===== config.mk =====
export PLATFORM = sky130hd
export DESIGN_NAME = value_to_rgb_colormap_flat
export DESIGN_NICKNAME = d
export VERILOG_FILES = /design/src/sv/vtrc_pkg.sv /design/src/sv/vtrc_if.sv /design/src/sv/vtrc_front.sv /design/src/sv/vtrc_queue.sv /design/src/sv/vtrc_back.sv /design/src/sv/value_to_rgb_colormap.sv /design/src/flat_wrapper.sv
export SDC_FILE = /design/constraint.sdc
export NUM_CORES = 2
export LEC_CHECK = 0
export ABC_AREA = 1
export ABC_CLOCK_PERIOD_IN_PS = 31500
export BUFFER_PORTS_ARGS = -buffer_cell sky130_fd_sc_hd__buf_2
export CORE_UTILIZATION = 59
export DETAILED_ROUTE_END_ITERATION = 10
export PLACE_DENSITY = 0.89
export RECOVER_POWER = 100
export SYNTH_ARGS = -nofsm -noshare
export SYNTH_HDL_FRONTEND = slang
export SYNTH_SLANG_ARGS = --single-unit

===== constraint.sdc =====
create_clock -name clk -period 31.5 [get_ports clk]
set_clock_uncertainty 0.1 [all_clocks]
set_input_delay 3.15 -clock clk [delete_from_list [all_inputs] [get_ports clk]]
set_output_delay 3.15 -clock clk [all_outputs]
set_load 0.01 [all_outputs]

===== src/sv/vtrc_pkg.sv =====
// vtrc_pkg: shared types, constants, palette tables and the divider step
// for the value_to_rgb_colormap block. No dependencies.
package vtrc_pkg;

    localparam int VALUE_BITS     = 24;
    localparam int FRACTION_BITS  = 16;
    localparam int CHANNELS       = 3;
    localparam int PALETTE_POINTS = 5;
    localparam int QUEUE_DEPTH    = 4;
    localparam int QUEUE_PTR_BITS = 2;
    localparam int CFG_INDEX_BITS = 2;
    // Interpolation product: fraction (FRACTION_BITS+2 signed) times 9-bit delta
    localparam int PROD_BITS      = FRACTION_BITS + 11;

    typedef logic signed [VALUE_BITS-1:0] value_t;
    typedef logic [VALUE_BITS-1:0]        mag_t;
    typedef logic [FRACTION_BITS:0]       frac_t;
    typedef logic [7:0]                   chan_t;
    typedef logic signed [8:0]            delta_t;
    typedef logic [CFG_INDEX_BITS-1:0]    cfg_index_t;

    // Register indexes on the configuration port
    localparam cfg_index_t CFG_RANGE_LOW  = cfg_index_t'(0);
    localparam cfg_index_t CFG_RANGE_HIGH = cfg_index_t'(1);
    localparam cfg_index_t CFG_MAP_SELECT = cfg_index_t'(2);

    localparam value_t RANGE_LOW_RESET  = value_t'(0);
    localparam value_t RANGE_HIGH_RESET = value_t'(1000);

    // Fixed-point fraction constants, 1.0 = 2^FRACTION_BITS
    localparam frac_t T_ONE     = frac_t'(2 ** FRACTION_BITS);
    localparam frac_t T_QUARTER = frac_t'(2 ** (FRACTION_BITS - 2));
    localparam frac_t T_HALF    = frac_t'(2 ** (FRACTION_BITS - 1));
    localparam frac_t T_3QUART  = frac_t'(3 * 2 ** (FRACTION_BITS - 2));

    // How the back end forms t for an item
    typedef enum logic [1:0] {
        CLS_ZERO, // empty or inverted range, or sample at/below low: t = 0
        CLS_ONE,  // sample at/above high: t = 1
        CLS_DIV   // inside the range: t from the divider
    } cls_t;

    // One queued item, already classified
    typedef struct packed {
        cls_t cls;
        logic pal;
        mag_t diff;
        mag_t span;
    } item_t;

    typedef struct packed {
        logic qbit;
        mag_t rem;
    } div_step_t;

    // Five-point palettes: viridis, cividis
    localparam chan_t PALETTE [2][PALETTE_POINTS][CHANNELS] = '{
        '{ '{8'd68,  8'd1,   8'd84},  '{8'd59,  8'd82,  8'd139},
           '{8'd33,  8'd145, 8'd140}, '{8'd94,  8'd201, 8'd98},
           '{8'd253, 8'd231, 8'd37} },
        '{ '{8'd0,   8'd32,  8'd76},  '{8'd35,  8'd53,  8'd102},
           '{8'd86,  8'd73,  8'd115}, '{8'd144, 8'd91,  8'd109},
           '{8'd222, 8'd137, 8'd96} }
    };

    // One restoring division step: remainder stays below span
    function automatic div_step_t div_step(input mag_t rem, input mag_t span);
        logic [VALUE_BITS:0] shifted;
        div_step_t           res;
        shifted = {rem, 1'b0};
        if (shifted >= {1'b0, span})
        begin
            res.qbit = 1'b1;
            res.rem  = mag_t'(shifted - {1'b0, span});
        end
        else
        begin
            res.qbit = 1'b0;
            res.rem  = shifted[VALUE_BITS-1:0];
        end
        return res;
    endfunction

endpackage


===== src/sv/vtrc_if.sv =====
// vtrc_if: valid/ready channel interfaces for samples in and colors out.
// Depends on vtrc_pkg.
interface vtrc_sample_if;
    import vtrc_pkg::*;
    logic   valid;
    logic   ready;
    value_t sample_value;

    modport source (output valid, output sample_value, input ready);
    modport sink   (input valid, input sample_value, output ready);
endinterface

interface vtrc_color_if;
    import vtrc_pkg::*;
    logic  valid;
    logic  ready;
    chan_t red;
    chan_t green;
    chan_t blue;

    modport source (output valid, output red, output green, output blue, input ready);
    modport sink   (input valid, input red, input green, input blue, output ready);
endinterface


===== src/sv/vtrc_front.sv =====
// vtrc_front: accepts samples, classifies them against the configured range
// and hands the item to the queue. Depends on vtrc_pkg, vtrc_if.
module vtrc_front (
    vtrc_sample_if.sink      sample,
    input  vtrc_pkg::value_t range_low,
    input  vtrc_pkg::value_t range_high,
    input  logic             map_select,
    input  logic             full,
    output logic             push,
    output vtrc_pkg::item_t  push_item
);
    import vtrc_pkg::*;

    logic signed [VALUE_BITS:0] span_wide;
    logic signed [VALUE_BITS:0] diff_wide;
    logic signed [VALUE_BITS:0] over_wide;
    logic                       flat;
    logic                       below;
    logic                       above;

    assign sample.ready = !full;
    assign push         = sample.valid && !full;

    // Three parallel subtracts give all range tests
    always_comb
    begin
        span_wide = $signed({range_high[VALUE_BITS-1], range_high})
                  - $signed({range_low[VALUE_BITS-1], range_low});
        diff_wide = $signed({sample.sample_value[VALUE_BITS-1], sample.sample_value})
                  - $signed({range_low[VALUE_BITS-1], range_low});
        over_wide = $signed({sample.sample_value[VALUE_BITS-1], sample.sample_value})
                  - $signed({range_high[VALUE_BITS-1], range_high});
        flat  = span_wide[VALUE_BITS] || (span_wide == '0);
        below = diff_wide[VALUE_BITS] || (diff_wide == '0);
        above = !over_wide[VALUE_BITS];
    end

    // Build the queued item
    always_comb
    begin
        if (flat || below)
            push_item.cls = CLS_ZERO;
        else if (above)
            push_item.cls = CLS_ONE;
        else
            push_item.cls = CLS_DIV;
        push_item.pal  = map_select;
        push_item.diff = diff_wide[VALUE_BITS-1:0];
        push_item.span = span_wide[VALUE_BITS-1:0];
    end

endmodule


===== src/sv/vtrc_queue.sv =====
// vtrc_queue: short FIFO of classified items between front and back end.
// Depends on vtrc_pkg.
module vtrc_queue (
    input  logic            clk,
    input  logic            rst_n,
    input  logic            push,
    input  vtrc_pkg::item_t push_item,
    output logic            full,
    input  logic            pop,
    output logic            empty,
    output vtrc_pkg::item_t head
);
    import vtrc_pkg::*;

    item_t                     entry_reg [QUEUE_DEPTH];
    logic [QUEUE_PTR_BITS-1:0] wr_ptr_reg;
    logic [QUEUE_PTR_BITS-1:0] rd_ptr_reg;
    logic [QUEUE_PTR_BITS:0]   count_reg;

    assign full  = (count_reg == (QUEUE_PTR_BITS+1)'(QUEUE_DEPTH));
    assign empty = (count_reg == '0);
    assign head  = entry_reg[rd_ptr_reg];

    // Pointers and fill count
    always_ff @(posedge clk or negedge rst_n)
    begin
        if (!rst_n)
        begin
            wr_ptr_reg <= '0;
            rd_ptr_reg <= '0;
            count_reg  <= '0;
        end
        else
        begin
            if (push)
                wr_ptr_reg <= wr_ptr_reg + QUEUE_PTR_BITS'(1);
            if (pop)
                rd_ptr_reg <= rd_ptr_reg + QUEUE_PTR_BITS'(1);
            if (push && !pop)
                count_reg <= count_reg + (QUEUE_PTR_BITS+1)'(1);
            else if (pop && !push)
                count_reg <= count_reg - (QUEUE_PTR_BITS+1)'(1);
        end
    end

    // Entry storage
    always_ff @(posedge clk)
    begin
        if (push)
            entry_reg[wr_ptr_reg] <= push_item;
    end

endmodule


===== src/sv/vtrc_back.sv =====
// vtrc_back: pipelined divider (one quotient bit per stage), segment pick,
// per-channel multiply and output register. Depends on vtrc_pkg, vtrc_if.
module vtrc_back (
    input  logic            clk,
    input  logic            rst_n,
    input  vtrc_pkg::item_t head,
    input  logic            empty,
    output logic            pop,
    vtrc_color_if.source    color
);
    import vtrc_pkg::*;

    logic en;

    // Divider stages
    logic [FRACTION_BITS-1:0] div_vld_reg;
    cls_t                     div_cls_reg  [FRACTION_BITS];
    logic                     div_pal_reg  [FRACTION_BITS];
    mag_t                     div_rem_reg  [FRACTION_BITS];
    mag_t                     div_span_reg [FRACTION_BITS];
    logic [FRACTION_BITS-1:0] div_q_reg    [FRACTION_BITS];
    div_step_t                step         [FRACTION_BITS];
    logic [FRACTION_BITS-1:0] div_q_next   [FRACTION_BITS];

    // Segment stage
    logic   seg_vld_reg;
    frac_t  seg_frac4_reg;
    chan_t  seg_start_reg [CHANNELS];
    delta_t seg_delta_reg [CHANNELS];
    frac_t  t;
    logic [1:0] seg;
    frac_t  offset;
    frac_t  seg_frac4_next;
    chan_t  seg_start_next [CHANNELS];
    delta_t seg_delta_next [CHANNELS];

    // Multiply stage
    logic                        mul_vld_reg;
    logic signed [PROD_BITS-1:0] mul_prod_reg  [CHANNELS];
    chan_t                       mul_start_reg [CHANNELS];
    logic signed [PROD_BITS-1:0] mul_prod_next [CHANNELS];

    // Output register
    logic                        out_vld_reg;
    chan_t                       out_chan_reg  [CHANNELS];
    logic signed [10:0]          out_sum       [CHANNELS];

    // Whole pipeline advances when the output slot is free or being taken
    assign en  = !out_vld_reg || color.ready;
    assign pop = en && !empty;

    assign color.valid = out_vld_reg;
    assign color.red   = out_chan_reg[0];
    assign color.green = out_chan_reg[1];
    assign color.blue  = out_chan_reg[2];

    // Divider step per stage
    always_comb
    begin
        step[0]       = div_step(head.diff, head.span);
        div_q_next[0] = {{(FRACTION_BITS-1){1'b0}}, step[0].qbit};
        for (int s = 1; s < FRACTION_BITS; s++)
        begin
            step[s]       = div_step(div_rem_reg[s-1], div_span_reg[s-1]);
            div_q_next[s] = {div_q_reg[s-1][FRACTION_BITS-2:0], step[s].qbit};
        end
    end

    // Segment select and palette lookup
    always_comb
    begin
        case (div_cls_reg[FRACTION_BITS-1])
            CLS_ONE: t = T_ONE;
            CLS_DIV: t = {1'b0, div_q_reg[FRACTION_BITS-1]};
            default: t = '0;
        endcase
        if (t <= T_QUARTER)
            seg = 2'd0;
        else if (t <= T_HALF)
            seg = 2'd1;
        else if (t <= T_3QUART)
            seg = 2'd2;
        else
            seg = 2'd3;
        offset         = t - (frac_t'(seg) << (FRACTION_BITS - 2));
        seg_frac4_next = {offset[FRACTION_BITS-2:0], 2'b00};
        for (int c = 0; c < CHANNELS; c++)
        begin
            seg_start_next[c] = PALETTE[div_pal_reg[FRACTION_BITS-1]][{1'b0, seg}][c];
            seg_delta_next[c] =
                $signed({1'b0, PALETTE[div_pal_reg[FRACTION_BITS-1]][{1'b0, seg} + 3'd1][c]})
                - $signed({1'b0, seg_start_next[c]});
        end
    end

    // Interpolation product and final add
    always_comb
    begin
        for (int c = 0; c < CHANNELS; c++)
        begin
            mul_prod_next[c] = PROD_BITS'($signed({1'b0, seg_frac4_reg}))
                             * PROD_BITS'(seg_delta_reg[c]);
            out_sum[c] = $signed({3'b000, mul_start_reg[c]})
                       + $signed(mul_prod_reg[c][PROD_BITS-1:FRACTION_BITS]);
        end
    end

    // Valid bits
    always_ff @(posedge clk or negedge rst_n)
    begin
        if (!rst_n)
        begin
            div_vld_reg <= '0;
            seg_vld_reg <= 1'b0;
            mul_vld_reg <= 1'b0;
            out_vld_reg <= 1'b0;
        end
        else if (en)
        begin
            div_vld_reg <= {div_vld_reg[FRACTION_BITS-2:0], !empty};
            seg_vld_reg <= div_vld_reg[FRACTION_BITS-1];
            mul_vld_reg <= seg_vld_reg;
            out_vld_reg <= mul_vld_reg;
        end
    end

    // Payload
    always_ff @(posedge clk)
    begin
        if (en)
        begin
            div_cls_reg[0]  <= head.cls;
            div_pal_reg[0]  <= head.pal;
            div_span_reg[0] <= head.span;
            div_rem_reg[0]  <= step[0].rem;
            div_q_reg[0]    <= div_q_next[0];
            for (int s = 1; s < FRACTION_BITS; s++)
            begin
                div_cls_reg[s]  <= div_cls_reg[s-1];
                div_pal_reg[s]  <= div_pal_reg[s-1];
                div_span_reg[s] <= div_span_reg[s-1];
                div_rem_reg[s]  <= step[s].rem;
                div_q_reg[s]    <= div_q_next[s];
            end
            seg_frac4_reg <= seg_frac4_next;
            for (int c = 0; c < CHANNELS; c++)
            begin
                seg_start_reg[c] <= seg_start_next[c];
                seg_delta_reg[c] <= seg_delta_next[c];
                mul_start_reg[c] <= seg_start_reg[c];
                mul_prod_reg[c]  <= mul_prod_next[c];
                out_chan_reg[c]  <= out_sum[c][7:0];
            end
        end
    end

endmodule


===== src/sv/value_to_rgb_colormap.sv =====
// value_to_rgb_colormap: maps a signed sample to an RGB color over a viridis or cividis ramp.
// Path from sample accept to color valid: queue slot, one divider stage per quotient bit,
// segment, multiply, output. Throughput: one item per cycle when output is not stalled;
// the four-entry queue keeps taking items while output stalls.
// Reset: range_low 0, range_high 1000, viridis selected; queue and pipeline empty.
// Depends on vtrc_pkg, vtrc_if, vtrc_front, vtrc_queue, vtrc_back.
module value_to_rgb_colormap (
    input  logic                   clk,
    input  logic                   rst_n,
    input  logic                   cfg_write,
    input  vtrc_pkg::cfg_index_t   cfg_index,
    input  vtrc_pkg::value_t       cfg_data,
    vtrc_sample_if.sink            sample,
    vtrc_color_if.source           color
);
    import vtrc_pkg::*;

    value_t range_low_reg;
    value_t range_high_reg;
    logic   map_select_reg;

    logic   push;
    item_t  push_item;
    logic   q_full;
    logic   q_empty;
    logic   pop;
    item_t  head;

    // Configuration registers
    always_ff @(posedge clk or negedge rst_n)
    begin
        if (!rst_n)
        begin
            range_low_reg  <= RANGE_LOW_RESET;
            range_high_reg <= RANGE_HIGH_RESET;
            map_select_reg <= 1'b0;
        end
        else if (cfg_write)
        begin
            case (cfg_index)
                CFG_RANGE_LOW:  range_low_reg  <= cfg_data;
                CFG_RANGE_HIGH: range_high_reg <= cfg_data;
                CFG_MAP_SELECT: map_select_reg <= cfg_data[0];
                default: ;
            endcase
        end
    end

    vtrc_front u_front (
        .sample     (sample),
        .range_low  (range_low_reg),
        .range_high (range_high_reg),
        .map_select (map_select_reg),
        .full       (q_full),
        .push       (push),
        .push_item  (push_item)
    );

    vtrc_queue u_queue (
        .clk       (clk),
        .rst_n     (rst_n),
        .push      (push),
        .push_item (push_item),
        .full      (q_full),
        .pop       (pop),
        .empty     (q_empty),
        .head      (head)
    );

    vtrc_back u_back (
        .clk   (clk),
        .rst_n (rst_n),
        .head  (head),
        .empty (q_empty),
        .pop   (pop),
        .color (color)
    );

    // Queue bookkeeping checks
    assert property (@(posedge clk) disable iff (!rst_n) q_empty && !push |=> q_empty)
        else $error("queue left empty without a push");
    assert property (@(posedge clk) disable iff (!rst_n) q_full && !pop |=> q_full)
        else $error("queue left full without a pop");
    assert property (@(posedge clk) disable iff (!rst_n) $fell(sample.ready) |-> $past(push && !pop))
        else $error("input stalled without the queue filling");

endmodule


===== src/flat_wrapper.sv =====
// flat-port wrapper written by rule: the top's interface ports become plain ports
module value_to_rgb_colormap_flat import vtrc_pkg::*;
  (clk, rst_n, cfg_write, cfg_index, cfg_data, sample_valid, sample_sample_value, sample_ready, color_valid, color_red, color_green, color_blue, color_ready);
  vtrc_sample_if sample_i ();
  vtrc_color_if color_i ();
  input  logic clk;
  input  logic rst_n;
  input  logic cfg_write;
  input  vtrc_pkg::cfg_index_t cfg_index;
  input  vtrc_pkg::value_t cfg_data;
  input wire logic [$bits(sample_i.valid)-1:0] sample_valid;
  input wire logic [$bits(sample_i.sample_value)-1:0] sample_sample_value;
  output wire logic [$bits(sample_i.ready)-1:0] sample_ready;
  output wire logic [$bits(color_i.valid)-1:0] color_valid;
  output wire logic [$bits(color_i.red)-1:0] color_red;
  output wire logic [$bits(color_i.green)-1:0] color_green;
  output wire logic [$bits(color_i.blue)-1:0] color_blue;
  input wire logic [$bits(color_i.ready)-1:0] color_ready;
  assign sample_i.valid = sample_valid;
  assign sample_i.sample_value = sample_sample_value;
  assign sample_ready = sample_i.ready;
  assign color_valid = color_i.valid;
  assign color_red = color_i.red;
  assign color_green = color_i.green;
  assign color_blue = color_i.blue;
  assign color_i.ready = color_ready;
  value_to_rgb_colormap u_core (.clk(clk), .rst_n(rst_n), .cfg_write(cfg_write), .cfg_index(cfg_index), .cfg_data(cfg_data), .sample(sample_i), .color(color_i));
endmodule

==> metrics <==
total number of vias=approximately 63000; starting density of the core=about three fifths; number of rows created at floorplan=between 100 and 150; share of async-settable or async-resettable flops after synthesis=around 5.7%; part of the Yosys area used for sequential elements=46.38%; non-filler cells in the finished layout=around 11000; final clock period utilization by the worst path=between 50% and 60%; Avg Vias per Cell=5.721; Total Die Area=0.1441 mm^2; CTS root buf=clkbuf_16; number of distinct library cells after synthesis=63; worst min path class=flip-flop to flip-flop; portion of synthesized cell area occupied by the leading cell type=~44%; worst-case clock buffer depth=3; setup repair after global routing missed its margin=no; final setup violation count=0; postcts setup bufs=0; placed wire-length estimate after detailed placement=between 150000 and 200000 um; Placeable Area=roughly 0.14 mm^2; post-route worst setup slack=15.12 ns; antenna-violating nets left=0; Area contributors post-synth=edfxtp_1 44%, ha_1 9.6%, nand2_1 8.1%, fa_1 7.1%, inv_1 6.3%; global-route wire length before repair=322900 um; clock latency of the later-clocked register in the worst-skew pair=0.81 ns; pre-CTS setup slack=between 20 and 25 ns; maximum level of the CTS H-tree=4; most common cell after layout, fill and taps aside=nand2_1; number of violations of the max-capacitance limit=25; post-synthesis instance area=0.08415 mm^2; # hold bufs at CTS=0; Gate Count Post-Synth=just under 9000; total routing usage reported by global routing=between 20% and 30%; CTS tree=built; kind of launch point of the worst setup path=primary input; Hold Fails Final Rpt=0; Post-layout nets=just under 10000; PortBufs=80; footprint of the multi-input gates=0.03872 mm^2; total clock buffers created by CTS=between 100 and 150; clock period minus worst slack=roughly 16 ns; average wire per standard cell=18.63 um; placed cell count=roughly 11000; Post-synth EDFFs=around 1200; First DRT Iteration DRCs=approximately 5500; area added between synthesis and finish=8.053%; Fillers=11063; data arrival time of the critical path=around 17 ns; highest-count cells in the layout ignoring fill and taps=1827 x nand2_1, 1413 x inv_1, 1237 x edfxtp_1; clock-pin slew on the worst setup and hold paths=~0.06 ns; Yosys warnings=0; pin count of the biggest net entering global routing=198; synthesized area per cell=~9.5 um^2; failing checks=max-capacitance violations, max-slew violations; DRC violation count after routing=0; CP Class=primary input to flip-flop; initial antenna violation count=1; Routed WL=between 200000 and 250000 um; setup TNS after final layout=0 ns; via count of the first global-routing pass=about 62000; commonest register cell after synthesis=edfxtp_1; number of pins with negative max-slew slack in the final report=between 1500 and 2000; minimum hold slack=between 0.3 and 0.4 ns; FF+latch count, synth=1312; Max Fanout on Critical Path=around 200; GR Overflow Total=0; Achievable Freq=61.04 MHz; outcome=finished with violations; fraction of final layout cells sized beyond drive strength 1=3.796%; Slew @ Worst Pin=9.546 ns; Critical Path RT=31.81 ns; vertical die dimension=roughly 380 um; worst slew slack as a fraction of its limit=-536.4%; Setup crit end kind=flip-flop; cell accounting for the most synthesized area=edfxtp_1; I/O pin count=slightly above 80; first drt pass iteration count=7; post-synth net total=between 9000 and 10000; final RePlAce weighted congestion=0.9770; PostCTS Resize Cnt=0; Reg area=0.03903 mm^2; clock sink total=around 1300; die width=roughly 380 um
cells by family (layout without fill, tap and decap cells):
group                    count (synthesis)  count (layout)  share of synthesized area [%]
AO/OA/AOI/OAI                         1541            1541                          10.21
XOR/XNOR                               404             404                          4.205
adder cells (fa/ha/maj)                946             946                          16.72
buffers and inverters                 1621            1803                          7.477
flip-flops                            1312            1312                          46.38
multiplexers                             3               3                        0.04014
other                                    0               1                              0
AND/OR/NAND/NOR                       3052            3052                          14.97
path summary, 6_finish.rpt:
check	from	slack, ns	cells past startpoint	endpoint
min reg2reg	u_core.u_back.div_q_reg[1][97]	0.31	0	u_core.u_back.div_q_reg[1][114]
min in group asynchronous	rst_n	3.63	1	u_core.range_low_reg[23]
max reg2reg	u_core.u_back.color.valid	17.27	4	u_core.u_back.out_chan_reg[0][18]
min	u_core.u_back.div_q_reg[1][97]	0.31	0	u_core.u_back.div_q_reg[1][114]
max in group asynchronous	rst_n	25.07	1	u_core.u_queue.rd_ptr_reg[0]
max	color_ready	15.12	6	u_core.u_back.out_chan_reg[0][18]
critical path, cell delays in order:
cell	delay, ns
clkbuf_1	0.09
inv_1	0.06
nand2_1	2.00
clkbuf_1	2.91
clkbuf_1	6.71
buf_4	1.41
synthesized netlist by cell type (45+ instances only):
library cell and count:
nand4_1 108, a21o_1 62, nand3_1 263, clkbuf_1 126, buf_2 45, nor2_1 668
a21oi_1 675, nor3_1 72, xnor2_1 232, nand2_1 1824, o21ai_0 514, inv_1 1414
ha_1 649, dfrtp_1 69, xor2_1 172, fa_1 297, a31oi_1 54, edfxtp_1 1237
final cells by class:
| cell class | instances | share of cell area (%) |
|---|---|---|
| Antenna cell | 1 | 0.002752 |
| Clock buffer | 172 | 4.070 |
| Clock inverter | 89 | 1.300 |
| Inverter | 1423 | 5.878 |
| Multi-Input combinational cell | 5946 | 42.58 |
| Sequential cell | 1312 | 42.93 |
| Tap cell | 1890 | 2.601 |
| Timing Repair Buffer | 119 | 0.6412 |
metal layers:
layer  global-route usage [%]  part of all wire [%]  vias up
li1                         -                     -    29866
met5                        0                     0        -
met2                    48.57                    49     2452
met3                    3.948                   6.5      586
met4                    13.54                   5.0        0
met1                    34.63                    39    29754
through the flow:
stage / area (um^2) / util [%]
detailed placement: 86370 / 61.00
global route: 90920 / 64.22
global placement: 86370 / 61.00
finish: 90930 / 64.22
CTS: 91250 / 64.45
floorplan: 84150 / -
Power is not shown: default switching activity piles up to over one toggle a cycle in this logic, so the estimate is an artifact.
